[src/rtl/xpmdec_pkg.sv]
// Package for the XPM image decoder: phase codes, register indexes,
// character constants and the structs that travel along the palette cell chain.
// No dependencies.
`timescale 1ns / 1ps
`default_nettype none

package xpmdec_pkg;

  typedef enum logic [1:0] {
    PH_HEADER,
    PH_PALETTE,
    PH_PIXELS,
    PH_DONE
  } phase_t;

  localparam int CFG_W = 12;
  localparam int CFG_INDEX_W = 2;
  localparam logic [CFG_INDEX_W-1:0] REG_ORIGIN_X = 2'd0;
  localparam logic [CFG_INDEX_W-1:0] REG_ORIGIN_Y = 2'd1;
  localparam logic [CFG_INDEX_W-1:0] REG_LINE_STRIDE = 2'd2;
  localparam logic [CFG_W-1:0] STRIDE_RESET = 12'd640;

  localparam logic RESULT_PIXEL = 1'b0;
  localparam logic RESULT_DONE = 1'b1;

  localparam logic [7:0] CH_SPACE = 8'h20;
  localparam logic [7:0] CH_ZERO = 8'h30;
  localparam logic [7:0] CH_UPPER_A = 8'h41;
  localparam logic [7:0] CH_UPPER_F = 8'h46;
  localparam logic [7:0] CH_UPPER_N = 8'h4E;
  localparam logic [7:0] CH_LOWER_N = 8'h6E;

  // Column positions inside a palette string.
  localparam int COL_KEY = 0;
  localparam int COL_CLEAR = 4;
  localparam int COL_HEX_FIRST = 5;
  localparam int COL_HEX_LAST = 10;

  localparam int PCOUNT_W = 9;
  localparam int HEADER_FIELDS = 3;
  localparam int FIELD_WIDTH = 0;
  localparam int FIELD_HEIGHT = 1;
  localparam int FIELD_COLOURS = 2;

  typedef struct packed {
    logic [7:0]  key;
    logic        transp;
    logic [23:0] colour;
  } pal_entry_t;

  typedef struct packed {
    logic        valid;
    logic        done;
    logic [7:0]  ch;
    logic        hit;
    logic        transp;
    logic [23:0] colour;
  } tok_t;

  // Value of one hex digit; anything but A..F counts as its code minus '0'.
  function automatic logic [23:0] hex_digit(input logic [7:0] c);
    logic [23:0] d;
    if (c >= CH_UPPER_A && c <= CH_UPPER_F) begin
      d = 24'(c) - 24'(CH_UPPER_A) + 24'd10;
    end else begin
      d = 24'(c) - 24'(CH_ZERO);
    end
    return d;
  endfunction

endpackage

`default_nettype wire

[src/rtl/xpmdec_parse.sv]
// Stream parser of the XPM decoder: header numbers, palette lines, pixel rows.
// Issues palette writes and search requests into the cell chain. Depends on xpmdec_pkg.
`timescale 1ns / 1ps
`default_nettype none

module xpmdec_parse import xpmdec_pkg::*; #(
  parameter int COORD_BITS = 12,
  parameter int PALETTE_ENTRIES = 256,
  parameter int ROW_W = 13,
  parameter int LIVE_W = 9
) (
  input  wire logic                  clk,
  input  wire logic                  rst,
  input  wire logic                  accept,
  input  wire logic [7:0]            char_code,
  input  wire logic                  end_of_string,
  output tok_t                       tok,
  output logic [COORD_BITS-1:0]      col,
  output logic [ROW_W-1:0]           row,
  output logic [LIVE_W-1:0]          live,
  output logic                       pal_we,
  output pal_entry_t                 pal_ent,
  output logic [COORD_BITS-1:0]      width,
  output logic [COORD_BITS-1:0]      height
);

  localparam int AW = COORD_BITS + 6;
  localparam logic [COORD_BITS-1:0] COORD_MAX = COORD_BITS'((1 << COORD_BITS) - 1);
  localparam logic [AW-1:0] COORD_MAX_W = AW'((1 << COORD_BITS) - 1);

  phase_t phase, phase_next;
  logic [COORD_BITS-1:0] column_count, column_count_next;
  logic [1:0] header_field, header_field_next;
  logic [COORD_BITS-1:0] number_accum, number_accum_next;
  logic [COORD_BITS-1:0] parsed_width, parsed_width_next;
  logic [COORD_BITS-1:0] parsed_height, parsed_height_next;
  logic [PCOUNT_W-1:0] palette_count, palette_count_next;
  logic [ROW_W-1:0] row_count, row_count_next;
  logic [7:0] entry_key, entry_key_next;
  logic entry_clear, entry_clear_next;
  logic [23:0] hex_accum, hex_accum_next;
  logic [LIVE_W-1:0] fill_count, fill_count_next;

  logic [AW-1:0] num_sum;
  logic [COORD_BITS-1:0] num_clamped;
  logic [COORD_BITS-1:0] commit_width, commit_height;
  logic [PCOUNT_W-1:0] commit_pcount, capped_pcount;
  logic [ROW_W-1:0] row_inc;

  always_ff @(posedge clk) begin
    if (rst) begin
      phase <= PH_HEADER;
    end else begin
      phase <= phase_next;
    end
  end

  always_ff @(posedge clk) begin
    if (rst) begin
      column_count <= '0;
      header_field <= '0;
      number_accum <= '0;
      parsed_width <= '0;
      parsed_height <= '0;
      palette_count <= '0;
      row_count <= '0;
      entry_key <= '0;
      entry_clear <= 1'b0;
      hex_accum <= '0;
      fill_count <= '0;
    end else begin
      column_count <= column_count_next;
      header_field <= header_field_next;
      number_accum <= number_accum_next;
      parsed_width <= parsed_width_next;
      parsed_height <= parsed_height_next;
      palette_count <= palette_count_next;
      row_count <= row_count_next;
      entry_key <= entry_key_next;
      entry_clear <= entry_clear_next;
      hex_accum <= hex_accum_next;
      fill_count <= fill_count_next;
    end
  end

  // Decimal accumulation, clamped to the coordinate range on both sides.
  always_comb begin
    num_sum = AW'(number_accum) * AW'(10) + AW'(char_code) - AW'(CH_ZERO);
    if (num_sum[AW-1]) begin
      num_clamped = '0;
    end else if (num_sum > COORD_MAX_W) begin
      num_clamped = COORD_MAX;
    end else begin
      num_clamped = num_sum[COORD_BITS-1:0];
    end
    capped_pcount = ((COORD_BITS + 1)'(number_accum) > (COORD_BITS + 1)'(PALETTE_ENTRIES)) ?
                    PCOUNT_W'(PALETTE_ENTRIES) : PCOUNT_W'(number_accum);
    commit_width = (header_field == 2'(FIELD_WIDTH)) ? number_accum : parsed_width;
    commit_height = (header_field == 2'(FIELD_HEIGHT)) ? number_accum : parsed_height;
    commit_pcount = (header_field == 2'(FIELD_COLOURS)) ? capped_pcount : palette_count;
    row_inc = row_count + ROW_W'(1);
  end

  always_comb begin
    phase_next = phase;
    column_count_next = column_count;
    header_field_next = header_field;
    number_accum_next = number_accum;
    parsed_width_next = parsed_width;
    parsed_height_next = parsed_height;
    palette_count_next = palette_count;
    row_count_next = row_count;
    entry_key_next = entry_key;
    entry_clear_next = entry_clear;
    hex_accum_next = hex_accum;
    fill_count_next = fill_count;
    tok = '0;
    tok.ch = char_code;
    pal_we = 1'b0;
    pal_ent.key = entry_key;
    pal_ent.transp = entry_clear;
    pal_ent.colour = entry_clear ? '0 : hex_accum;

    if (accept && phase != PH_DONE) begin
      if (!end_of_string && column_count < COORD_MAX) begin
        column_count_next = column_count + COORD_BITS'(1);
      end
      case (phase)
        PH_HEADER: begin
          if (end_of_string) begin
            parsed_width_next = commit_width;
            parsed_height_next = commit_height;
            palette_count_next = commit_pcount;
            column_count_next = '0;
            row_count_next = '0;
            entry_key_next = '0;
            entry_clear_next = 1'b0;
            hex_accum_next = '0;
            if (commit_pcount == '0) begin
              phase_next = PH_PIXELS;
              if (commit_height == '0) begin
                tok.valid = 1'b1;
                tok.done = 1'b1;
                phase_next = PH_DONE;
              end
            end else begin
              phase_next = PH_PALETTE;
            end
          end else if (header_field < 2'(HEADER_FIELDS)) begin
            if (char_code == CH_SPACE) begin
              parsed_width_next = commit_width;
              parsed_height_next = commit_height;
              palette_count_next = commit_pcount;
              header_field_next = header_field + 2'd1;
              number_accum_next = '0;
            end else begin
              number_accum_next = num_clamped;
            end
          end
        end
        PH_PALETTE: begin
          if (end_of_string) begin
            if (row_count < ROW_W'(PALETTE_ENTRIES)) begin
              pal_we = 1'b1;
              fill_count_next = fill_count + LIVE_W'(1);
            end
            row_count_next = row_inc;
            column_count_next = '0;
            entry_key_next = '0;
            entry_clear_next = 1'b0;
            hex_accum_next = '0;
            if (row_inc >= ROW_W'(palette_count)) begin
              phase_next = PH_PIXELS;
              row_count_next = '0;
              if (parsed_height == '0) begin
                tok.valid = 1'b1;
                tok.done = 1'b1;
                phase_next = PH_DONE;
              end
            end
          end else if (column_count == COORD_BITS'(COL_KEY)) begin
            entry_key_next = char_code;
          end else if (column_count == COORD_BITS'(COL_CLEAR)) begin
            entry_clear_next = (char_code == CH_UPPER_N) || (char_code == CH_LOWER_N);
          end else if (column_count >= COORD_BITS'(COL_HEX_FIRST) &&
                       column_count <= COORD_BITS'(COL_HEX_LAST)) begin
            hex_accum_next = {hex_accum[19:0], 4'h0} + hex_digit(char_code);
          end
        end
        PH_PIXELS: begin
          if (end_of_string) begin
            column_count_next = '0;
            row_count_next = row_inc;
            if (row_inc >= ROW_W'(parsed_height)) begin
              tok.valid = 1'b1;
              tok.done = 1'b1;
              phase_next = PH_DONE;
            end
          end else if (column_count < parsed_width) begin
            tok.valid = 1'b1;
          end
        end
        default: begin
          phase_next = phase;
        end
      endcase
    end
  end

  assign col = column_count;
  assign row = row_count;
  assign live = fill_count;
  assign width = parsed_width;
  assign height = parsed_height;

endmodule

`default_nettype wire

[config.mk]
export PLATFORM = sky130hd
export DESIGN_NAME = xpmdec_parse
export DESIGN_NICKNAME = d
export VERILOG_FILES = /design/src/rtl/xpmdec_pkg.sv /design/src/rtl/xpmdec_parse.sv
export SDC_FILE = /design/constraint.sdc
export NUM_CORES = 1
export LEC_CHECK = 0
export BUFFER_PORTS_ARGS = -buffer_cell sky130_fd_sc_hd__buf_2
export CORE_AREA = 2 2 205 106
export CTS_CLUSTER_DIAMETER = 200
export DETAILED_ROUTE_END_ITERATION = 7
export DIE_AREA = 0 0 207 108
export GPL_TIMING_DRIVEN = 0
export PLACE_DENSITY_LB_ADDON = 0.05
export SYNTH_ARGS = -nofsm -noshare
export SYNTH_HDL_FRONTEND = slang
export SYNTH_SLANG_ARGS = --single-unit
[constraint.sdc]
create_clock -name clk -period 4.9 [get_ports clk]
set_input_delay 0.49 -clock clk [delete_from_list [all_inputs] [get_ports clk]]
set_output_delay 0.49 -clock clk [all_outputs]
set_load 0.005 [all_outputs]
==> results of run 1 <==
==> cell type report <==
type / count / area [um2] / share of cell area
sequential: 116 / 2340 / 0.216
buffer: 76 / 437 / 0.0403
multi-input combinational: 858 / 6210 / 0.573
timing repair buffer: 118 / 606 / 0.0559
tap: 273 / 342 / 0.0315
clock buffer: 20 / 457 / 0.0421
inverter: 83 / 315 / 0.0291
clock inverter: 12 / 130 / 0.0120
==> layout by cell type (no fill, tap or decap), drive strengths merged, types with 13 or more instances in the layout <==
cell type / n
a21o: 26
inv: 83
o21ai: 36
ha: 116
dfxtp: 116
nor4: 13
nand4: 13
clkbuf: 56
nor3: 23
a22oi: 35
conb: 26
nand2: 62
xnor2: 40
a21oi: 69
xor2: 28
nor2b: 31
nand3: 30
mux2i: 29
nor2: 120
buf: 158
==> worst max-delay path: stages (launching register included) <==
cell	delay [ns]
dfxtp_4	0.39
ha_1	0.31
ha_1	0.25
fa_2	0.39
a211oi_1	0.25
o21bai_1	0.15
a21oi_1	0.19
xnor2_1	0.17
inv_1	0.07
ha_2	0.32
a21o_1	0.19
a211oi_1	0.24
a21oi_1	0.14
maj3_2	0.33
a21o_1	0.21
mux2_4	0.32
a41oi_4	0.27
clkbuf_4	0.25
a41oi_2	0.12
==> per-layer routing <==
layer / vias up / share of wire / GRT usage
met5: - / 0 / 0
met4: 0 / 0.0078 / 0.0439
met3: 19 / 0.050 / 0.0427
met2: 213 / 0.45 / 0.385
met1: 3990 / 0.49 / 0.323
li1: 4238 / - / -
==> stage by stage <==
stage	hold WS (ns)	worst slack (ns)	setup TNS, ns
after floorplan	0.433	0.518	0
after global placement	0.459	-0.237	-1.09
after detailed placement	0.465	-0.340	-1.31
after CTS	0.437	0.0226	0
after global routing	0.493	-0.0962	-0.488
final	0.461	0.196	0
==> worst max path at each step <==
| stage | to |
|---|---|
| after floorplan | hex_accum[23] |
| after global placement | hex_accum[23] |
| after detailed placement | hex_accum[23] |
| after CTS | number_accum[11] |
| after global routing | number_accum[0] |
| final | number_accum[0] |
==> sequential cells by signal, summed over array words and instances (netlist names) <==
register       cells
col               12
entry_clear        1
entry_key          8
header_field       2
height            12
hex_accum         24
live               9
number_accum      12
palette_count      9
phase              2
row               13
width             12
==> timing repair <==
| action | CTS | global route |
|---|---|---|
| resized for setup | 4 | 24 |
| pin swaps | 0 | 1 |
| hold endpoints to repair | 0 | 0 |
| gates cloned | 0 | 1 |
| setup buffers | 0 | 3 |
| setup endpoints to repair | 10 | 19 |
==> logic make-up (layout without fill, tap and decap cells) <==
group / after synthesis / in the layout / share of synthesized area
flip-flops: 116 / 116 / 0.254
other: 1 / 26 / 0.000411
XOR/XNOR: 68 / 68 / 0.0653
AO/OA/AOI/OAI: 267 / 267 / 0.207
adder cells (fa/ha/maj): 120 / 120 / 0.167
multiplexers: 33 / 33 / 0.0372
AND/OR/NAND/NOR: 344 / 344 / 0.187
buffers and inverters: 159 / 309 / 0.0818
==> power by group through the flow <==
stage	clock, W	sequential, W	combinational (W)
final	0.00125	0.00113	0.00287
after global placement	0	0.00114	0.00263
after global routing	0.00131	0.00114	0.00316
after CTS	0.00126	0.00112	0.00273
after floorplan	0	0.00107	0.00212
after detailed placement	0	0.00114	0.00270
==> impl_metrics.csv, run 1 <==
group,metric,value,unit
run_status,status,"completed",
sta,setup_viol,0,
critical_path,cp.required,5.18,ns
clocking,holdBufCountCts,0,
floorplanning,core_area,20400,um2
pwr,p_int,0.00301,W
final_layout,drive_gt1_frac,0.180,
global_route,grt_pass1_vias,7873,
placed_design,placed_area,10100,um2
clocking,cts_tree,"yes",
pwr,p_comb_frac,0.547,
sta,period_needed,4.70,ns
yosys,yosys_warnings,0,
route,vias,8460,
critical_path,start_kind,"register",
clocking,cts_num_sinks,116,
floorplanning,fp.dieH,108,um
route,drt_iter0_markers,524,
global_route,grt_pass1_wl,41.7,mm
critical_path,worstReg2RegEnd,"number_accum[0]",
sta,finClkSkew,0.0109,ns
pwr,seq_power_share,0.216,
clocking,cts_root_buf,"clkbuf_16",
global_route,grt_usage,0.234,
final_layout,nNetsFinal,1401,
route,drtPass1Iterations,5,
sta,hold_viol_final,0,
critical_path,critPathKind,"register to register",
yosys,synthTopCellsByArea,"dfxtp_1 (25%), ha_1 (16%), nor2_1 (4.9%)",
critical_path,crit_path_start,"number_accum[1]",
final_layout,finish.utilization,0.532,
pwr,leakagePower,5.06,nW
critical_path,worstPathArrival,4.98,ns
final_layout,fill_cells,1965,
clocking,cts_buffers,17,
clocking,clock_path_buffers,2,
route,wl_per_cell,16.8,um
yosys,synthCells,1108,
route,routed_via_density,5.44,
sta,max_slew.worst_pin.slew,1.08,ns
pwr,power,0.00525,W
min_path,hold_class,"input port to register",
placed_design,dpl.cell_count,1520,
sta,finalCritPeriodShare,0.960,
final_layout,fin_area,10800,um2
min_path,hold_start,"char_code[1]",
yosys,synth_ff_type,"dfxtp_1",
min_path,min_path_cells,3,
clocking,htreeDepth,4,
critical_path,path_max_fanout,8,
pwr,p_switching,0.00224,W
yosys,synth_top_area_share,0.254,
clocking,clock_latency,0.42,ns
final_layout,num_antenna_cells,0,
yosys,syn-mean-instance-area,8.24,um2
min_path,hold_end,"entry_key[1]",
yosys,netlist_area,9130,um2
sta,max_clock_freq,213,MHz
route,ant_nets,0,
pwr,pwr_density_cell,485,nW/um2
critical_path,r2r-start,"number_accum[1]",
sta,relSlewSlack,0.275,
pwr,switching_share,0.427,
critical_path,endpoint_kind,"register",
floorplanning,start_util,0.448,
final_layout,layoutNonFillerInstCount,1556,
placed_design,gp_congestion,0.903,
yosys,yosysUniqueCellTypes,77,
global_route,gr-total-overflow,0,
pwr,max-vdd-ir-drop,0.490,mV
placed_design,hpwlAfterDp,20.2,mm
yosys,synth_edf_count,0,
global_route,grt_start_max_net_pins,17,
pwr,pwr-share-clk,0.237,
placed_design,port_buffers,113,
yosys,synth_most_common_cell,"nor2_1",
clocking,clk_pin_slew,0.06,ns
final_layout,syn_to_final_growth,18.7,%
critical_path,rr_worst_depth,18,
route,drt_wl_total,26.2,mm
global_route,grt_antenna_before_repair,0,
floorplanning,io_pins,140,
yosys,synth-seq-cells,116,
run,cap_violations,0,
critical_path,r2r_slack,0.20,ns
yosys,ys_top_cells_by_count,"nor2_1 (120), dfxtp_1 (116), ha_1 (116), inv_1 (83), a21oi_1 (69)",
yosys,seq_area_frac_synth,0.254,
yosys,async_flop_share,0,
floorplanning,die_width,207,um
sta,report.final.slew_viol_count,0,
floorplanning,die_area,22400,um2
route,drc,0,
yosys,synth.largest_area_cell,"dfxtp_1",
floorplanning,rows,37,
No activity file was read; power rests on OpenSTA's default activity.
==> inputs of run 2 (changes only) <==
- CAP_MARGIN: not set -> 15
- RECOVER_POWER: not set -> 25
- REMOVE_ABC_BUFFERS: not set -> 1
==> impl_metrics.csv, run 2 (synthesis gave the netlist of run 1 again) <==
group,metric,value,unit
sta,rsz0062_at_grt,"no",
pwr,p_switching,0.00219,W
clocking,clk_pin_slew,0.06,ns
critical_path,rr_worst_depth,18,
sta,setup_ws,0.256,ns
critical_path,cp.required,5.16,ns
min_path,hold_class,"register to register",
critical_path,path_max_fanout,12,
critical_path,critPathKind,"register to register",
floorplanning,die_area,22400,um2
global_route,gr-total-overflow,0,
sta,hold_viol_final,0,
critical_path,worstReg2RegEnd,"number_accum[4]",
sta,finClkSkew,0.0107,ns
clocking,cts_num_sinks,116,
critical_path,r2r-start,"number_accum[1]",
run_status,status,"completed",
global_route,grt_pass1_vias,7523,
sta,finalCritPeriodShare,0.948,
route,drc,0,
global_route,grt_start_max_net_pins,69,
route,drt_iter0_markers,495,
sta,max_slew.worst_pin.slew,1.05,ns
placed_design,gp_congestion,0.837,
route,wl_per_cell,16.6,um
global_route,grt_antenna_before_repair,0,
sta,setup_viol,0,
pwr,p_comb_frac,0.534,
floorplanning,start_util,0.448,
final_layout,regMostFlops,"hex_accum",
floorplanning,fp.dieH,108,um
pwr,pwr-share-clk,0.250,
global_route,met3_usage,0.0380,
route,ant_nets,0,
route,drtPass1Iterations,5,
pwr,p_int,0.00307,W
route,vias,8051,
clocking,htreeDepth,4,
floorplanning,core_area,20400,um2
clocking,holdBufCountCts,0,
clocking,clock_latency,0.41,ns
global_route,grt.busiest_layer,"met2",
final_layout,final_common_cell,"nor2_1",
final_layout,fill_cells,2059,
final_layout,num_antenna_cells,0,
critical_path,worstPathArrival,4.90,ns
final_layout,syn_to_final_growth,14.5,%
final_layout,nNetsFinal,1327,
route,drt_wl_total,24.6,mm
critical_path,endpoint_kind,"register",
global_route,met2_usage,0.352,
clocking,cts_root_buf,"clkbuf_16",
pwr,max-vdd-ir-drop,0.595,mV
route,routed_via_density,5.44,
global_route,grt_pass1_wl,39.3,mm
floorplanning,rows,37,
clocking,cts_tree,"yes",
pwr,switching_share,0.416,
clocking,clock_path_buffers,2,
run,cap_violations,0,
pwr,pwr_density_cell,504,nW/um2
global_route,grt_usage,0.220,
sta,tns,0,ns
sta,finalHoldWorstSlack,0.459,ns
floorplanning,io_pins,140,
final_layout,final_cell_mix,"nor2_1 (120), ha_1 (115), dfxtp_1 (110)",
sta,relSlewSlack,0.293,
placed_design,hpwlAfterDp,18.5,mm
placed_design,port_buffers,113,
pwr,leakagePower,4.73,nW
final_layout,drive_gt1_frac,0.135,
critical_path,endpoint,"number_accum[4]",
critical_path,crit_path_start,"number_accum[1]",
placed_design,place_ws,-0.441,ns
sta,report.final.slew_viol_count,0,
global_route,gr-usage-met1,0.309,
clocking,cts_buffers,17,
pwr,seq_power_share,0.216,
floorplanning,die_width,207,um
critical_path,r2r_slack,0.26,ns
final_layout,largest_reg_flops,24,
sta,max_clock_freq,215,MHz
critical_path,start_kind,"register",
sta,period_needed,4.64,ns
run 2: cell type report:
type	instances	area [um2]	area share
sequential	116	2330	0.223
tap	273	342	0.0327
clock inverter	10	155	0.0148
clock buffer	21	460	0.0441
timing repair buffer	120	622	0.0595
inverter	83	315	0.0302
multi-input combinational	858	6220	0.595
run 2: stage by stage:
stage               total power [W]   util  std cells  instance area [um2]
floorplan                   0.00309      -       1057                 8780
global placement            0.00365  0.476       1443                 9690
detailed placement          0.00372  0.479       1447                 9770
CTS                         0.00521  0.512       1479                10400
global route                0.00560  0.513       1481                10500
finish                      0.00526  0.513       1481                10500
run 2: worst min-delay path by stage:
stage	start	to	slack, ns	cells after the start
2_1_floorplan	hex_accum[23]	hex_accum[23]	0.43	2
3_3_place_gp	hex_accum[23]	hex_accum[23]	0.45	2
3_5_place_dp	hex_accum[23]	hex_accum[23]	0.46	2
4_1_cts	char_code[0]	entry_key[0]	0.42	3
5_1_grt	char_code[0]	entry_key[0]	0.47	3
6_report	hex_accum[23]	hex_accum[23]	0.46	2
run 2: power groups by stage:
stage                     sequential [W]  clock [W]  combinational, W
after global placement           0.00115          0           0.00250
after global routing             0.00114    0.00139           0.00307
after detailed placement         0.00115          0           0.00257
final                            0.00114    0.00132           0.00281
after floorplan                  0.00108          0           0.00201
after CTS                        0.00113    0.00134           0.00274
run 2: what timing repair did:
item / in CTS / in global routing
pin swaps: 0 / 2
gates resized for setup: 4 / 17
gates cloned: 0 / 0
setup buffers: 1 / 1
endpoints found under the setup margin: 12 / 14
run 2: layer usage:
metal	wire length (um)	vias up
met2	10900	127
met4	197	0
li1	-	4086
met1	12800	3823
met3	741	15
met5	0	-
run 2: critical path, stage by stage, from the launching register on:
cell,delay (ns)
dfxtp_4,0.39
ha_1,0.30
ha_1,0.25
fa_2,0.39
a211oi_2,0.26
o21bai_1,0.17
a21oi_2,0.16
xnor2_1,0.17
inv_1,0.08
ha_1,0.38
a21o_1,0.21
a211oi_1,0.23
a21oi_1,0.13
maj3_2,0.32
a21o_1,0.23
mux2_4,0.32
a41oi_4,0.20
buf_12,0.18
a41oi_1,0.11
