[src/rtl/xpmdec_pkg.sv]
// Package for the XPM image decoder: phase codes, register indexes,
// character constants and the structs that travel along the palette cell chain.
// No dependencies.
`timescale 1ns / 1ps
`default_nettype none

package xpmdec_pkg;

  typedef enum logic [1:0] {
    PH_HEADER,
    PH_PALETTE,
    PH_PIXELS,
    PH_DONE
  } phase_t;

  localparam int CFG_W = 12;
  localparam int CFG_INDEX_W = 2;
  localparam logic [CFG_INDEX_W-1:0] REG_ORIGIN_X = 2'd0;
  localparam logic [CFG_INDEX_W-1:0] REG_ORIGIN_Y = 2'd1;
  localparam logic [CFG_INDEX_W-1:0] REG_LINE_STRIDE = 2'd2;
  localparam logic [CFG_W-1:0] STRIDE_RESET = 12'd640;

  localparam logic RESULT_PIXEL = 1'b0;
  localparam logic RESULT_DONE = 1'b1;

  localparam logic [7:0] CH_SPACE = 8'h20;
  localparam logic [7:0] CH_ZERO = 8'h30;
  localparam logic [7:0] CH_UPPER_A = 8'h41;
  localparam logic [7:0] CH_UPPER_F = 8'h46;
  localparam logic [7:0] CH_UPPER_N = 8'h4E;
  localparam logic [7:0] CH_LOWER_N = 8'h6E;

  // Column positions inside a palette string.
  localparam int COL_KEY = 0;
  localparam int COL_CLEAR = 4;
  localparam int COL_HEX_FIRST = 5;
  localparam int COL_HEX_LAST = 10;

  localparam int PCOUNT_W = 9;
  localparam int HEADER_FIELDS = 3;
  localparam int FIELD_WIDTH = 0;
  localparam int FIELD_HEIGHT = 1;
  localparam int FIELD_COLOURS = 2;

  typedef struct packed {
    logic [7:0]  key;
    logic        transp;
    logic [23:0] colour;
  } pal_entry_t;

  typedef struct packed {
    logic        valid;
    logic        done;
    logic [7:0]  ch;
    logic        hit;
    logic        transp;
    logic [23:0] colour;
  } tok_t;

  // Value of one hex digit; anything but A..F counts as its code minus '0'.
  function automatic logic [23:0] hex_digit(input logic [7:0] c);
    logic [23:0] d;
    if (c >= CH_UPPER_A && c <= CH_UPPER_F) begin
      d = 24'(c) - 24'(CH_UPPER_A) + 24'd10;
    end else begin
      d = 24'(c) - 24'(CH_ZERO);
    end
    return d;
  endfunction

endpackage

`default_nettype wire

[src/rtl/xpmdec_cell.sv]
// One cell of the palette chain: holds one palette entry and one request slot.
// Depends on xpmdec_pkg.
`timescale 1ns / 1ps
`default_nettype none

module xpmdec_cell import xpmdec_pkg::*; #(
  parameter int COORD_BITS = 12,
  parameter int ROW_W = 13,
  parameter int LIVE_W = 9
) (
  input  wire logic              clk,
  input  wire logic              rst,
  input  wire logic              adv,
  input  wire logic              shift,
  input  wire pal_entry_t        ent_in,
  output pal_entry_t             ent_out,
  input  wire tok_t              tok_in,
  input  wire logic [COORD_BITS-1:0] col_in,
  input  wire logic [ROW_W-1:0]  row_in,
  input  wire logic [LIVE_W-1:0] live_in,
  output tok_t                   tok_out,
  output logic [COORD_BITS-1:0]  col_out,
  output logic [ROW_W-1:0]       row_out,
  output logic [LIVE_W-1:0]      live_out
);

  pal_entry_t ent;
  tok_t tok_next;
  logic [LIVE_W-1:0] live_next;
  logic match;

  // Entries shift in from the head; the oldest sits furthest down the chain.
  always_ff @(posedge clk) begin
    if (shift) begin
      ent <= ent_in;
    end
  end

  assign ent_out = ent;

  // Later cells hold older entries, so a later hit overrides an earlier one.
  always_comb begin
    match = tok_in.valid && !tok_in.done && (live_in != '0) && (ent.key == tok_in.ch);
    tok_next = tok_in;
    if (match) begin
      tok_next.hit = 1'b1;
      tok_next.transp = ent.transp;
      tok_next.colour = ent.colour;
    end
    live_next = (live_in != '0) ? live_in - LIVE_W'(1) : '0;
  end

  always_ff @(posedge clk) begin
    if (rst) begin
      tok_out <= '0;
    end else if (adv) begin
      tok_out <= tok_next;
    end
  end

  always_ff @(posedge clk) begin
    if (adv) begin
      col_out <= col_in;
      row_out <= row_in;
      live_out <= live_next;
    end
  end

endmodule

`default_nettype wire

[config.mk]
export PLATFORM = sky130hd
export DESIGN_NAME = xpmdec_cell
export DESIGN_NICKNAME = d
export VERILOG_FILES = /design/src/rtl/xpmdec_pkg.sv /design/src/rtl/xpmdec_cell.sv
export SDC_FILE = /design/constraint.sdc
export NUM_CORES = 1
export LEC_CHECK = 0
export ABC_AREA = 0
export BUFFER_PORTS_ARGS = -buffer_cell sky130_fd_sc_hd__buf_2
export CAP_MARGIN = 20
export CORE_MARGIN = 5
export CORE_UTILIZATION = 50
export DETAILED_ROUTE_END_ITERATION = 16
export GPL_TIMING_DRIVEN = 1
export MAX_ROUTING_LAYER = met4
export PLACE_DENSITY = 0.93
export REMOVE_ABC_BUFFERS = 1
export SLEW_MARGIN = 20
export SYNTH_ARGS = -nofsm -noshare
export SYNTH_HDL_FRONTEND = slang
export SYNTH_SLANG_ARGS = --single-unit
[constraint.sdc]
create_clock -name clk -period 4.25 [get_ports clk]
set_clock_uncertainty 0.2 [all_clocks]
set_input_delay 0.6375 -clock clk [delete_from_list [all_inputs] [get_ports clk]]
set_output_delay 0.6375 -clock clk [all_outputs]
set_load 0.02 [all_outputs]
==> results of run 1 <==
[report_power, final]
part	switching (W)	internal [W]	leakage (nW)	total, W
combinational	0.000259	0.000139	1.28	0.000398
clock	0.000340	0.000338	0.107	0.000678
sequential	0.0000329	0.00115	0.955	0.00118
total	0.000631	0.00162	2.35	0.00226
[critical path: cells and delay by family]
kind	cells	cell delay [ns]
compound gates	2	0.47
buf+inv	2	0.37
simple gates	2	1.08
[area by class of cell]
type,instances,area (sq um)
Timing Repair Buffer,215,1110
Sequential cell,103,2730
Inverter,2,7.51
Clock buffer,9,124
Multi-Input combinational cell,192,1500
Fill cell,655,3010
Tap cell,108,135
Antenna cell,1,2.50
Clock inverter,7,101
[kinds of logic (layout without fill, tap and decap cells)]
| family | count (synthesis) | after routing | share of synthesized area |
|---|---|---|---|
| and+or+nand+nor | 114 | 114 | 0.142 |
| DFF | 103 | 103 | 0.613 |
| AOI/OAI and AO/OA | 54 | 54 | 0.142 |
| buffers and inverters | 37 | 233 | 0.0511 |
| xor gates and xnor gates | 13 | 13 | 0.0272 |
| muxes | 10 | 10 | 0.0224 |
| adders and majority gates | 1 | 1 | 0.00280 |
| other | 0 | 1 | 0 |
[per-layer routing]
| layer | vias to the layer above | share of wire |
|---|---|---|
| met5 | - | 0 |
| met4 | 0 | 0.0096 |
| met3 | 14 | 0.11 |
| met2 | 247 | 0.49 |
| met1 | 1709 | 0.39 |
| li1 | 1682 | - |
[cell usage after synthesis]
cell | instances | area (sq um)
ha_1 | 1 | 12.5
a41oi_1 | 1 | 8.76
nand2b_1 | 1 | 6.26
buf_6 | 3 | 33.8
o41ai_2 | 20 | 325
o31a_1 | 1 | 8.76
or2_1 | 1 | 6.26
and4_1 | 1 | 8.76
a311oi_2 | 2 | 30.0
o41ai_1 | 5 | 43.8
nor3b_1 | 25 | 188
inv_1 | 2 | 7.51
mux2i_1 | 10 | 100
nor3_4 | 1 | 16.3
a21o_1 | 1 | 7.51
xor2_2 | 1 | 16.3
edfxtp_1 | 67 | 2010
clkbuf_1 | 15 | 56.3
xnor2_1 | 9 | 78.8
buf_2 | 8 | 40.0
clkbuf_2 | 1 | 5.00
a311oi_1 | 23 | 201
nand4b_1 | 1 | 8.76
and3_1 | 1 | 6.26
a211oi_1 | 1 | 7.51
and4b_1 | 1 | 10.0
dfxtp_1 | 36 | 721
xor2_1 | 3 | 26.3
nor2_1 | 48 | 180
nand2_1 | 2 | 7.51
nand3_1 | 2 | 10.0
nand3b_1 | 1 | 7.51
nand4_1 | 26 | 163
nor3_1 | 3 | 15.0
buf_12 | 2 | 40.0
buf_4 | 6 | 45.0
[registers in the layout (all words and copies together), names as in the netlist]
| signal | flops |
|---|---|
| col_out | 12 |
| ent_out | 33 |
| live_out | 9 |
| tok_out | 36 |
| row_out | 13 |
[stage by stage]
step | total power, W | utilization | worst slack, ns | hold slack [ns]
2_1_floorplan | 0.00140 | - | 1.49 | 0.349
3_3_place_gp | 0.00158 | 0.626 | 1.22 | 0.268
3_5_place_dp | 0.00160 | 0.627 | 1.31 | 0.277
4_1_cts | 0.00227 | 0.653 | 1.71 | 0.228
5_1_grt | 0.00236 | 0.655 | 1.54 | 0.209
6_report | 0.00226 | 0.655 | 1.68 | 0.246
[worst max path at each step]
| stage | from | endpoint | slack, ns | cells after the start |
|---|---|---|---|---|
| floorplan | tok_in[29] | tok_out[0] | 1.49 | 4 |
| global placement | live_in[0] | tok_out[25] | 1.22 | 6 |
| detailed placement | tok_in[34] | tok_out[24] | 1.31 | 6 |
| CTS | tok_in[34] | tok_out[24] | 1.71 | 6 |
| global route | tok_in[34] | tok_out[24] | 1.54 | 6 |
| finish | tok_in[34] | tok_out[24] | 1.68 | 6 |
==> results.cfg, run 1 <==
[setup_path]
cp-end-kind = flop
r2r-start = ent_out[25]
start_kind = primary input
rr_worst_depth = 4
max_stage_delay_ns = 0.64
regToRegSetupSlack_ns = 1.85
path_cells = buf_2, nand2b_1, or2_1, buf_4, o41ai_1, a311oi_1
crit_fanout = 27
reg2reg_to = tok_out[24]
slowest_stage = nand2b_1
cp.arrival_ns = 2.57
crit_required_ns = 4.25
crit_type = in -> reg

[synthesis]
synthCells = 332
ys_ff_latch = 103
synthDistinctLibCells = 36
synth.cell_area_sq_mm = 0.00446
yosys_warnings = 0
syn_area_per_cell_sq_um = 13.4
yosysSeqAreaShare = 0.613

[status]
status = finished clean

[clocking]
htreeDepth = 3
cts_resized = 0
clkSlewWorstSetupHoldPaths_ns = 0.11
cts_setup_buffers = 0
cts_sinks = 103
numCtsBuffers = 9
clockBufferDepth = 2
root_buffer = clkbuf_8
cts_hold_buf = 0
clkLatencyLatePin_ns = 0.36
cts_tree = done

[sta]
fmax_ghz = 0.389
worstMarginPinSlew_ns = 1.09
finalSetupViolCount = 0
fin_crit_sh = 0.605
hold_viol = 0
finalCriticalPeriod_ns = 2.57
tns_ns = 0
drv_slew = 0
rsz0062_at_grt = false
slew_headroom = 0.272

[min_path]
worstHoldEndpoint = ent_out[11]
hold_start = ent_in[11]
holdPathStages = 1
min_path_type = in -> reg

[routing]
drcViolationCount = 0
wire_per_inst_um = 19.5
ant_nets = 0
dr.pass1.iters = 5
drt-initial-drc-count = 191
vias_per_cell = 5.73
wl_mm = 12.4
vias = 3652

[die]
dieArea_sq_mm = 0.0109
rows = 34
core_area_sq_mm = 0.00872
ios = 210
initial_core_util = 0.511
die_y_um = 104
die_x_um = 104

[global_routing]
grt-busiest-layer = met2
overflow = 0
grt_pass1_wl_mm = 19.1
track_usage = 0.226
antenna_found_initial = 1
met3_usage = 0.0652
use_met1 = 0.277
grt_max_degree = 97
gr-usage-met2 = 0.365
grt_pass1_vias = 3713

[final_layout]
layout_common_cells = 208 x buf_2, 67 x edfxtp_1, 48 x nor2_1
fin_cells = 637
fin_area_sq_mm = 0.00571
final_common_cell = buf_2
layout-drive-gt1-share = 0.485
final_nets = 631
area.growth.synth_to_final_pct = 28.1

[job]
max_cap_violations = 0

[pwr]
p_per_area_mw_per_mm2 = 395
peakVddDrop_uv = 248
power.static_leakage_nw = 2.35

[placement]
post_dp_cell_area_sq_mm = 0.00547
numPlacedInstances = 619
dp_hpwl_mm = 8.71
portBuffers = 209
globalplace.congestion = 0.826
(Power assumes the default switching activity.)
==> run 2, diff against run 1 <==
--- a/config.mk
+++ b/config.mk
@@ -9,11 +9,11 @@
 export BUFFER_PORTS_ARGS = -buffer_cell sky130_fd_sc_hd__buf_2
 export CAP_MARGIN = 20
 export CORE_MARGIN = 5
-export CORE_UTILIZATION = 50
+export CORE_UTILIZATION = 47
 export DETAILED_ROUTE_END_ITERATION = 16
 export GPL_TIMING_DRIVEN = 1
 export MAX_ROUTING_LAYER = met4
-export PLACE_DENSITY = 0.93
+export PLACE_DENSITY = 0.89
 export REMOVE_ABC_BUFFERS = 1
 export SLEW_MARGIN = 20
 export SYNTH_ARGS = -nofsm -noshare
==> constraint.sdc (replaced) <==
create_clock -name clk -period 2.4 [get_ports clk]
set_clock_uncertainty 0.2 [all_clocks]
set_input_delay 0.36 -clock clk [delete_from_list [all_inputs] [get_ports clk]]
set_output_delay 0.36 -clock clk [all_outputs]
set_load 0.02 [all_outputs]
==> results.cfg, run 2 (synthesis gave the netlist of run 1 again) <==
[clocking]
clockBufferDepth = 2
root_buffer = clkbuf_8
numCtsBuffers = 9
clkLatencyLatePin_ns = 0.36
htreeDepth = 3
cts_tree = done
cts_sinks = 103
cts_resized = 0
clkSlewWorstSetupHoldPaths_ns = 0.11

[die]
die_y_um = 107
die_x_um = 107
core_area_sq_mm = 0.00924
dieArea_sq_mm = 0.0115
initial_core_util = 0.483
rows = 35
ios = 210

[final_layout]
layout_common_cells = 208 x buf_2, 67 x edfxtp_1, 58 x dlygate4sd3_1
layout-drive-gt1-share = 0.448
final_nets = 699
regMostFlops = tok_out
area.growth.synth_to_final_pct = 43.3
final_common_cell = buf_2
fin_area_sq_mm = 0.00639
fin_util = 0.692
fin_cells = 725
largest_register_ffs = 36
num_antenna_cells = 0

[pwr]
power.static_leakage_nw = 2.64
peakVddDrop_uv = 361
p_per_area_mw_per_mm2 = 634

[routing]
vias_per_cell = 5.50
wl_mm = 14.0
dr.pass1.iters = 5
drcViolationCount = 0
wire_per_inst_um = 19.4
vias = 3991
drt-initial-drc-count = 188
ant_nets = 0

[global_routing]
antenna_found_initial = 0
grt-busiest-layer = met2
met3_usage = 0.0534
use_met1 = 0.281
gr-usage-met2 = 0.427
grt_pass1_vias = 4142
grt_pass1_wl_mm = 21.2
grt_max_degree = 97
overflow = 0
track_usage = 0.243

[setup_path]
path_cells = xnor2_1, nand4_1, buf_4, o41ai_1, a311oi_1
crit_fanout = 25
start_kind = flop
crit_type = reg -> reg
crit_required_ns = 2.42
slowest_stage = o41ai_1
cp.arrival_ns = 2.01
cp_top_family = compound AO/OA/AOI/OAI gates
max_stage_delay_ns = 0.45
path_buf_inv = 1
cp-end-kind = flop

[job]
max_cap_violations = 0

[sta]
fin_crit_sh = 0.827
drv_slew = 0
finalCriticalPeriod_ns = 1.98
tns_ns = 0
slew_headroom = 0.472
hold_ws_ns = 0.0486
hold_viol = 0
finalSetupViolCount = 0
rsz0062_at_grt = false
worstMarginPinSlew_ns = 0.792
fmax_ghz = 0.504

[placement]
globalplace.congestion = 0.835
dp_hpwl_mm = 9.16
post_dp_cell_area_sq_mm = 0.00560
numPlacedInstances = 651
portBuffers = 209

[status]
status = finished clean

[min_path]
min_path_type = in -> reg
-- run 2: cell count changes in the layout (fill, tap and decap cells not counted) --
cell / previous run / this run
dlygate4sd3_1: 0 / 58
buf_6: 1 / 0
buf_12: 1 / 2
bufinv_16: 2 / 1
clkinvlp_4: 2 / 1
buf_4: 5 / 15
nand3_2: 0 / 1
clkinv_4: 0 / 1
inv_6: 3 / 2
inv_8: 0 / 2
diode_2: 1 / 0
nand3_1: 2 / 1
-- run 2: cell type report --
class | count | area, sq um
clock buffer | 9 | 124
inverter | 2 | 7.51
tap | 129 | 161
sequential | 103 | 2730
timing repair buffer | 283 | 1770
multi-input combinational | 192 | 1510
fill | 657 | 2850
clock inverter | 7 | 86.3
-- run 2: repair_timing --
| item | 4_1_cts | 5_1_grt |
|---|---|---|
| setup endpoints to repair | 0 | 0 |
| endpoints found under the hold margin | 57 | 1 |
| setup buffers | 0 | 0 |
| hold buffers | 57 | 1 |
-- run 2: final timing paths --
path / cells after the start / startpoint / slack [ns] / to
max: 5 / ent_out[31] / 0.42 / tok_out[2]
min: 3 / tok_in[9] / 0.05 / tok_out[9]
max reg2reg: 5 / ent_out[31] / 0.42 / tok_out[2]
min reg2reg: 2 / tok_out[14] / 0.29 / tok_out[14]
-- run 2: layer usage --
| layer | wire length (um) | up-vias |
|---|---|---|
| met5 | 0 | - |
| met4 | 274 | 0 |
| met3 | 1390 | 40 |
| met2 | 7050 | 252 |
| met1 | 5320 | 1879 |
| li1 | - | 1820 |
-- run 2: where the power goes --
part,switching [W],total [W],internal [W],leakage [nW]
combinational,0.000489,0.000811,0.000321,1.58
sequential,0.0000585,0.00209,0.00203,0.955
clock,0.000645,0.00115,0.000507,0.104
total,0.00119,0.00405,0.00286,2.64
-- run 2: stage by stage --
step,power [W],setup slack (ns)
after floorplan,0.00248,-0.259
after global placement,0.00283,0.384
after detailed placement,0.00285,0.242
after CTS,0.00406,0.461
after global routing,0.00423,0.253
final,0.00405,0.416
-- run 2: worst min-delay path, cell delays in order --
cell and delay, ns:
buf_2 0.10, o41ai_2 0.04, a311oi_1 0.07
==> run 3, diff against run 2 <==
--- a/config.mk
+++ b/config.mk
@@ -5,15 +5,15 @@
 export SDC_FILE = /design/constraint.sdc
 export NUM_CORES = 1
 export LEC_CHECK = 0
-export ABC_AREA = 0
+export ABC_AREA = 1
 export BUFFER_PORTS_ARGS = -buffer_cell sky130_fd_sc_hd__buf_2
 export CAP_MARGIN = 20
 export CORE_MARGIN = 5
-export CORE_UTILIZATION = 47
+export CORE_UTILIZATION = 45
 export DETAILED_ROUTE_END_ITERATION = 16
 export GPL_TIMING_DRIVEN = 1
 export MAX_ROUTING_LAYER = met4
-export PLACE_DENSITY = 0.89
+export PLACE_DENSITY = 0.88
 export REMOVE_ABC_BUFFERS = 1
 export SLEW_MARGIN = 20
 export SYNTH_ARGS = -nofsm -noshare
==> constraint.sdc (replaced) <==
create_clock -name clk -period 1.9 [get_ports clk]
set_clock_uncertainty 0.2 [all_clocks]
set_input_delay 0.285 -clock clk [delete_from_list [all_inputs] [get_ports clk]]
set_output_delay 0.285 -clock clk [all_outputs]
set_load 0.02 [all_outputs]
==> results.cfg, run 3 <==
[status]
status = finished clean

[global_routing]
antenna_found_initial = 0
track_usage = 0.228
overflow = 0
grt_pass1_vias = 4014
grt_max_degree = 60
grt_pass1_wl_mm = 19.7

[placement]
portBuffers = 209
dp_slack_ns = -0.0691
post_dp_cell_area_sq_mm = 0.00526
dp_hpwl_mm = 8.16
globalplace.congestion = 0.809

[pwr]
p_int_w = 0.00357
power.static_leakage_nw = 3.09
p_per_area_mw_per_mm2 = 791
power.switching_w = 0.00136
swShare = 0.275
peakVddDrop_uv = 567
clkPwrFrac = 0.276
combPwrFrac = 0.186
pwr-share-seq = 0.538

[clocking]
clkSlewWorstSetupHoldPaths_ns = 0.09
cts_sinks = 103
clockBufferDepth = 2
htreeDepth = 3
cts_tree = done
clkLatencyLatePin_ns = 0.35
numCtsBuffers = 9
root_buffer = clkbuf_8

[routing]
drcViolationCount = 0
dr.pass1.iters = 5
wl_mm = 13.0
wire_per_inst_um = 16.2
vias_per_cell = 4.94
vias = 3956
drt-initial-drc-count = 202
ant_nets = 0

[die]
initial_core_util = 0.463
dieArea_sq_mm = 0.0110
ios = 210
rows = 34
core_area_sq_mm = 0.00876
die_x_um = 105
die_y_um = 105

[job]
max_cap_violations = 0

[sta]
worstMarginPinSlew_ns = 0.455
fin_crit_sh = 0.942
finalSetupViolCount = 0
slew_headroom = 0.697
hold_viol = 0
fmax_ghz = 0.559
rsz0062_at_grt = false
final.setup.worst_slack_ns = 0.110
drv_slew = 0
finalCriticalPeriod_ns = 1.79

[synthesis]
synth_edf_count = 67
synth_top_family_by_area = simple AND/OR/NAND/NOR gates
ys_ff_latch = 103
yosysSeqAreaShare = 0.673
synth.cell_area_sq_mm = 0.00406
syn_area_per_cell_sq_um = 10.1
synthTopCellsByCount = 75 x nand2_1, 69 x nor2_1, 67 x edfxtp_1
synth_most_common_cell = nand2_1
synthArstFlopShare = 0
yosys-top-cells-area = edfxtp_1 50%, dfxtp_1 18%, nand2_1 6.9%
synthCells = 404
synthAdderAreaFrac = 0.00308
synth_xor_area_frac = 0.0129
synthDistinctLibCells = 24
synth_mux_area_frac = 0
yosys_most_used_dff = edfxtp_1
synth_largest_area_cell = edfxtp_1
synth_compound_area_frac = 0.0265
synth_top_cell_area_share = 0.495
synthSimpleGateAreaFrac = 0.218
yosys_warnings = 0

[setup_path]
cp-end-kind = flop
regToRegSetupSlack_ns = 0.13
rr_worst_depth = 11
cp.arrival_ns = 1.83
path_common_cell = nand3_1
cp_top_family = buffers and inverters
path_cells = buf_2, dlygate4sd3_1, inv_1, nand2_1, nand3_1, nor2_4, buf_12, buf_12, nand3_1, nand3_1, nand2_1, inv_1
slowest_stage = dlygate4sd3_1
path_buf_inv = 6
r2r-start = ent_out[28]
crit_required_ns = 1.94
crit_fanout = 19
cp-startpoint = tok_in[32]
max_stage_delay_ns = 0.55
start_kind = primary input
crit_type = in -> reg
reg2reg_to = tok_out[22]

[final_layout]
layout_common_cells = 208 x buf_2, 75 x nand2_1, 69 x nor2_1
largest_register_ffs = 36
layout-drive-gt1-share = 0.355
final_common_cell = buf_2
area.growth.synth_to_final_pct = 53.3
final_nets = 795
fin_util = 0.711
regMostFlops = tok_out
fin_area_sq_mm = 0.00623
nFillCells = 606

[min_path]
min_path_type = in -> reg
worstHoldEndpoint = tok_out[11]
hold_start = tok_in[11]
holdPathStages = 5
## run 3: logic make-up after synthesis
kind of cell,Yosys count
AOI/OAI and AO/OA,21
and+or+nand+nor,207
adders and majority gates,1
xor gates and xnor gates,6
DFF,103
buffers and inverters,66
## run 3: tightest hold or removal path: stages
cell and delay (ns):
buf_2 0.07, nand2_1 0.04, nand3_1 0.06, nand2_1 0.04
inv_1 0.04
## run 3: per-stage QoR
stage	power (W)	setup TNS [ns]	hold slack, ns	cells
after global routing	0.00515	0	0.0121	800
after detailed placement	0.00347	-0.668	0.263	712
after CTS	0.00494	0	0.000382	795
after global placement	0.00345	0	0.262	712
after floorplan	0.00307	-6.83	0.175	386
final	0.00493	0	0.0216	801
## run 3: layer usage
| metal | vias to the layer above | track usage | share of wire | wire (um) |
|---|---|---|---|---|
| li1 | 1874 | - | - | - |
| met1 | 1831 | 0.237 | 0.36 | 4620 |
| met2 | 224 | 0.419 | 0.54 | 7000 |
| met3 | 27 | 0.0580 | 0.086 | 1120 |
| met4 | 0 | 0.0731 | 0.018 | 238 |
| met5 | - | - | 0 | 0 |
## run 3: what timing repair did
item	CTS	global route
endpoints found under the setup margin	0	25
hold endpoints to repair	67	0
resized for setup	0	5
hold buffers	67	0
buffers inserted	0	3
## run 3: layout make-up
cell class / count / area, sq um / share of cell area
multi-input combinational: 236 / 1080 / 0.174
antenna: 1 / 2.50 / 0.000402
clock buffer: 10 / 128 / 0.0205
sequential: 103 / 2730 / 0.439
clock inverter: 6 / 68.8 / 0.0111
inverter: 48 / 180 / 0.0289
timing repair buffer: 289 / 1900 / 0.305
tap: 108 / 135 / 0.0217
## run 3: power by group through the flow
| stage | Combinational [W] | Sequential (W) | Clock [W] |
|---|---|---|---|
| after floorplan | 0.000163 | 0.00291 | 0 |
| after global placement | 0.000761 | 0.00269 | 0 |
| after detailed placement | 0.000780 | 0.00269 | 0 |
| after CTS | 0.000889 | 0.00264 | 0.00140 |
| after global routing | 0.000986 | 0.00267 | 0.00149 |
| final | 0.000918 | 0.00265 | 0.00136 |
## run 3: how the worst max path moves through the flow
stage / end / slack (ns) / cells past startpoint
after global routing: tok_out[2] / 0.009 / 12
after detailed placement: tok_out[21] / -0.07 / 11
after floorplan: tok_out[0] / -0.27 / 10
final: tok_out[20] / 0.11 / 12
after CTS: tok_out[21] / 0.05 / 11
after global placement: tok_out[17] / 0.06 / 11
